**config.mk**
```make
export PLATFORM = sky130hd
export DESIGN_NAME = tcw_ctrl
export DESIGN_NICKNAME = d
export VERILOG_FILES = /design/src/tcw_pkg.sv /design/src/tcw_ctrl.sv
export SDC_FILE = /design/constraint.sdc
export NUM_CORES = 1
export LEC_CHECK = 0
export BUFFER_PORTS_ARGS = -buffer_cell sky130_fd_sc_hd__clkbuf_2
export CAP_MARGIN = 10
export CELL_PAD_IN_SITES_DETAIL_PLACEMENT = 1
export CELL_PAD_IN_SITES_GLOBAL_PLACEMENT = 1
export CORE_AREA = 5 5 42 44
export DETAILED_ROUTE_END_ITERATION = 10
export DIE_AREA = 0 0 47 49
export PLACE_DENSITY = 0.6
export SETUP_SLACK_MARGIN = 0.2
export SYNTH_ARGS = -nofsm -noshare
export SYNTH_HDL_FRONTEND = slang
export SYNTH_SLANG_ARGS = --single-unit
export TNS_END_PERCENT = 50
```
**constraint.sdc**
```tcl
create_clock -name i_clk -period 1.99 [get_ports i_clk]
set_input_delay 0.398 -clock i_clk [delete_from_list [all_inputs] [get_ports i_clk]]
set_output_delay 0.398 -clock i_clk [all_outputs]
set_load 0.02 [all_outputs]
```
**src/tcw_pkg.sv**
```systemverilog
// Shared types and constants for the text console writer.
// Holds kind codes, cell constants and the controller/datapath interface structs.
// No dependencies.
`timescale 1ns / 1ps

package tcw_pkg;

    localparam int TCW_COLS = 80;
    localparam int TCW_ROWS = 25;

    localparam int CELL_W = 16;

    localparam logic [7:0] CHAR_NEWLINE = 8'h0A;
    localparam logic [7:0] CHAR_SPACE   = 8'h20;
    localparam logic [7:0] ATTR_BLANK   = 8'h0F;
    localparam logic [CELL_W-1:0] CELL_BLANK = {ATTR_BLANK, CHAR_SPACE};

    localparam logic [1:0] KIND_PRINT = 2'd0;
    localparam logic [1:0] KIND_PLACE = 2'd1;
    localparam logic [1:0] KIND_SETCUR = 2'd2;
    localparam logic [1:0] KIND_READ  = 2'd3;

    // controller -> datapath
    typedef struct packed {
        logic capture;     // latch the accepted beat
        logic exec;        // carry out the held item
        logic rd_capture;  // take the cell read from the screen store
        logic clr_wr;      // blank one cell of the reset sweep
        logic scr_wr;      // blank one cell of the scrolled-in row
        logic base_adv;    // advance the top-row pointer
        logic load_out;    // load the output register
    } t_tcw_cmd;

    // datapath -> controller
    typedef struct packed {
        logic clr_last;    // sweep counter on the last cell of the screen
        logic row_last;    // sweep counter on the last column
        logic need_read;   // held item is an in-range cell read
        logic need_scroll; // held item scrolls the screen
    } t_tcw_sts;

endpackage

```
**src/tcw_ctrl.sv**
```systemverilog
// Sequencing controller for the text console writer.
// Depends on tcw_pkg for the command and status structs.
`timescale 1ns / 1ps

module tcw_ctrl import tcw_pkg::*; (
    input  logic     i_clk,
    input  logic     i_rst_n,
    input  logic     i_in_valid,
    output logic     o_in_ready,
    output logic     o_out_valid,
    input  logic     i_out_ready,
    input  t_tcw_sts i_sts,
    output t_tcw_cmd o_cmd
);

    typedef enum logic [2:0] {
        S_CLEAR,
        S_IDLE,
        S_EXEC,
        S_READ,
        S_SCROLL,
        S_PUSH
    } t_state;

    t_state r_state;
    logic   r_out_valid;
    logic   out_free;

    assign out_free    = !r_out_valid || i_out_ready;
    assign o_in_ready  = (r_state == S_IDLE);
    assign o_out_valid = r_out_valid;

    always_comb begin
        o_cmd = '0;
        unique case (r_state)
            S_CLEAR:  o_cmd.clr_wr = 1'b1;
            S_IDLE:   o_cmd.capture = i_in_valid;
            S_EXEC:   o_cmd.exec = 1'b1;
            S_READ:   o_cmd.rd_capture = 1'b1;
            S_SCROLL: begin
                o_cmd.scr_wr   = 1'b1;
                o_cmd.base_adv = i_sts.row_last;
            end
            S_PUSH:   o_cmd.load_out = out_free;
            default:  o_cmd = '0;
        endcase
    end

    always_ff @(posedge i_clk) begin
        if (!i_rst_n) begin
            r_state     <= S_CLEAR;
            r_out_valid <= 1'b0;
        end else begin
            if (o_cmd.load_out) begin
                r_out_valid <= 1'b1;
            end else if (i_out_ready) begin
                r_out_valid <= 1'b0;
            end
            unique case (r_state)
                S_CLEAR: begin
                    if (i_sts.clr_last) r_state <= S_IDLE;
                end
                S_IDLE: begin
                    if (i_in_valid) r_state <= S_EXEC;
                end
                S_EXEC: begin
                    if (i_sts.need_read) begin
                        r_state <= S_READ;
                    end else if (i_sts.need_scroll) begin
                        r_state <= S_SCROLL;
                    end else begin
                        r_state <= S_PUSH;
                    end
                end
                S_READ:   r_state <= S_PUSH;
                S_SCROLL: begin
                    if (i_sts.row_last) r_state <= S_PUSH;
                end
                S_PUSH: begin
                    if (out_free) r_state <= S_IDLE;
                end
                default:  r_state <= S_IDLE;
            endcase
        end
    end

endmodule

```
After elaboration in Yosys (flattened, before gate mapping)
Index checks and enable logic that the tools add are counted.

word-level totals
  bits in registers = 4

cells by class
  multiplexer cells = 15
  reductions and logical operators = 5
  eq/ne operators = 9

operators by type and width
  kind                                           count
  case mux 3 bit (6 select lines)                1
  2-to-1 mux 3 bit                               5
  2-to-1 mux 1 bit                               8
  != test 2 bit, second input constant           4
  == test 3 x 2 -> 1 bit, second input constant  2
  == test 3 bit, second input constant           2
  AND reduction 4 bit                            1
  == test 3 x 1 -> 1 bit, second input constant  1
  logical NOT 3 bit                              1
  2-to-1 mux 2 bit                               1
  nonzero test 2 bit                             1
  logical NOT 1 bit                              1
  logical OR 1 bit                               1

Logic depth before layout (Yosys ltp)
  word-level depth = 4
  mapped depth = 4
  depth with buffers taken out = 3

Worst setup path before layout
OpenSTA, ideal clock, no wires.

  kind = register -> output
  from = register r_state[0]
  to = output o_in_ready
  path slack = 638 ps
  arrival = 954 ps
  cell stages (with the launch flop) = 4
  path through = dfxtp_1 buf_2 and2b_1 nor2b_1

between the ends
  longest elaborated chain between the ends = 1

ends and longest elaborated chain
  element                 RTL line        RTL
  from (decl)             tcw_ctrl.sv:25  t_state r_state;
  from (signal assigned)  tcw_ctrl.sv:51  r_state <= S_CLEAR;
  from (signal assigned)  tcw_ctrl.sv:61  if (i_sts.clr_last) r_state <= S_IDLE;
  from (signal assigned)  tcw_ctrl.sv:64  if (i_in_valid) r_state <= S_EXEC;
  == test 3 x 1 -> 1 bit  tcw_ctrl.sv:30  assign o_in_ready = (r_state == S_IDLE);
  to (decl)               tcw_ctrl.sv:9   output logic o_in_ready,

No other way between the ends.

==> impl_results.md <==
- Post-CTS Setup Bufs: 0
- Post-Syn Area: 258 µm²
- Cells after synthesis: 31
- Initial DRC count: 3
- Clock Latency Late Sink: 0.23 ns
- Drt total wl: 724 µm
- Critical Path AT: 1.25 ns
- Worst setup EP type: output pin
- DRC Markers: 0
- CP Max Fanout: 9
- Yosys reg bits: 4
- Tmin final: 1.65 ns
- Hold violation count in the final report: 0
- TritonCTS clock tree: done
- Die Footprint: 0.00230 mm²
- Slew headroom: 72.5%
- Filler instances: 181
- Crit path largest cell delay: 0.47 ns
- Setup Skew: 0.00253 ns
- Sum Neg Setup Slack: 0 ns
- Clock Pin Slew Worst Setup and Hold Paths: 0.04 ns
- Root buffer cell: clkbuf_4
- Inserted Clock Buffers: 3
- H-tree depth: 1
- Dominant cell type by area after synthesis: dfxtp_1
- Main area contributors after synthesis: dfxtp_1, and3_1, nor3b_1
- Post-Syn Nets: 39
- Layout cells sized above 1: 41.7%
- Crit path kind: flop to output pin
- Least-Margin Pin Slew: 0.412 ns
- Placeable Area: 0.00140 mm²
- Vias in the first global route: 288
- Height of the die: 49 µm
- Grt met1 use: 7.02%
- Hold Buf Count CTS: 0
- Most frequent cells in the layout: clkbuf_2, dfxtp_1, and3_1, nor2_1, clkbuf_4
- Final Cycle Share: 83.0%
- Yosys top cell area share: 31.1%
- First-pass GRT wire length: 1150 µm
- Worst hold path class: input pin to flop
- Routed vias/inst: 4.45
- Sink Count: 4
- Crit path buffers/inverters: 1
- GPL Wtd Cong: 0.613
- Seq/Total Area, Yosys: 31.1%
- Most common cell after layout, fill and taps aside: clkbuf_2
- Data required time of the worst path: 1.59 ns
- Worst setup SP type: flop
- Wire per inst: 11.3 µm
- Port Buf Inserts: 16
- Register area: 80.1 µm²
- GRT overflow: 0
- Cell row count: 14
- Starting density of the core: 18.4%
- Detail Placement HPWL: 600 µm
- Synth Area per Inst: 8.31 µm²
- Largest delay contributor family on the critical path: flip-flops
- Met3 usage: 4.43%
- Global Route met2 Usage: 10.9%
- Final setup vio count: 0
- Via count: 285
- Worst VDD drop: 0.267 mV
- Antenna diodes: 0
- Final hold slack: 0.412 ns
- Multi-input logic area: 165 µm²
- GR peak layer: met2
- Cell variety after synth: 19
- Die width: 47 µm
- Critical path's slowest cell: dfxtp_1
- IO Count: 17
- RSZ-0062 raised after global routing: no
- Status: finished, final reports clean
- CTS max path bufs: 2
- Maximum clock rate: 605 MHz
- Power Density: 677 mW/mm²
- Drt pass-1 iters: 4
- Max Cap Viol: 0
- Largest net degree at the start of global routing: 13
- PostCTS Resize Cnt: 0
- Antenna violations before repair: 0
- Fin. max-slew vios: 0
- Pleak: 0.182 nW
- Cell Chain, Critical Path: and2b_1, and3_1, clkbuf_2
- GR Util All Layers: 7.11%
- Layout Nets: 58
- Area growth syn-to-layout: 42.7%
- Antenna Nets Post-Route: 0
- Overall power: 0.249 mW
- Warnings, synthesis: 0
[worst paths after layout]
check                           slack [ns]  depth (start not counted)           to        start
worst max register to register        0.81                          3   r_state[0]   r_state[2]
worst min register to register        0.54                          2  o_out_valid  o_out_valid
worst min-delay path                  0.41                          2   r_state[2]      i_rst_n
worst max-delay path                  0.34                          3     o_cmd[0]   r_state[0]
[metal layers]
layer | vias up | routed length [µm]
met5 | - | 0
met4 | 0 | 0
met3 | 0 | 72
met2 | 9 | 375
met1 | 133 | 276
li1 | 143 | -
[power by group]
| group | leakage [nW] | internal, mW | switching, mW |
|---|---|---|---|
| logic | 0.135 | 0.0256 | 0.0304 |
| clock network | 0.0138 | 0.0673 | 0.0307 |
| registers | 0.0327 | 0.0852 | 0.00970 |
[area by class of cell]
class	count	share of cell area [%]
Tap cell	16	5.44
Clock buffer	3	6.12
Multi-Input combinational cell	25	44.9
Timing Repair Buffer	16	21.8
Sequential cell	4	21.8
[cells by family after synthesis]
group	share of synthesized area, %
buf+inv	4.85
flops	31.1
mux	3.88
compound gates	12.6
simple gates	47.6
[cell usage after synthesis]
cell and instances:
a21boi_0 1, nand2b_1 2, nor3b_2 1, buf_4 1
nand2_1 2, nor3b_1 2, a21oi_1 2, o21a_1 1
mux2i_1 1, dfxtp_1 4, a22oi_1 1, and3_1 3
nor2b_1 2, and4bb_1 1, nor3_1 1, buf_2 1
nand3b_1 1, and2b_1 1, nor2_1 3
[worst register-to-register path, delay by kind of cell (launching register included)]
family / cells / cell delay, ns
and+or+nand+nor: 2 / 0.44
AOI/OAI and AO/OA: 1 / 0.13
DFF: 1 / 0.56
[flip-flops by register name, summed over array words and instances, names as in the netlist]
name	cells
r_state	3
o_out_valid	1
[stage by stage]
step | worst slack, ns | cells | utilization [%] | instance area [µm²]
after detailed placement | 0.565 | 61 | 24.6 | 345
final | 0.338 | 64 | 26.3 | 368
after global routing | 0.249 | 64 | 26.3 | 368
after CTS | 0.310 | 64 | 26.3 | 368
after global placement | 0.597 | 61 | 24.6 | 345
after floorplan | 0.638 | 31 | - | 258
Note: power is estimated with default switching activity, not from simulation.
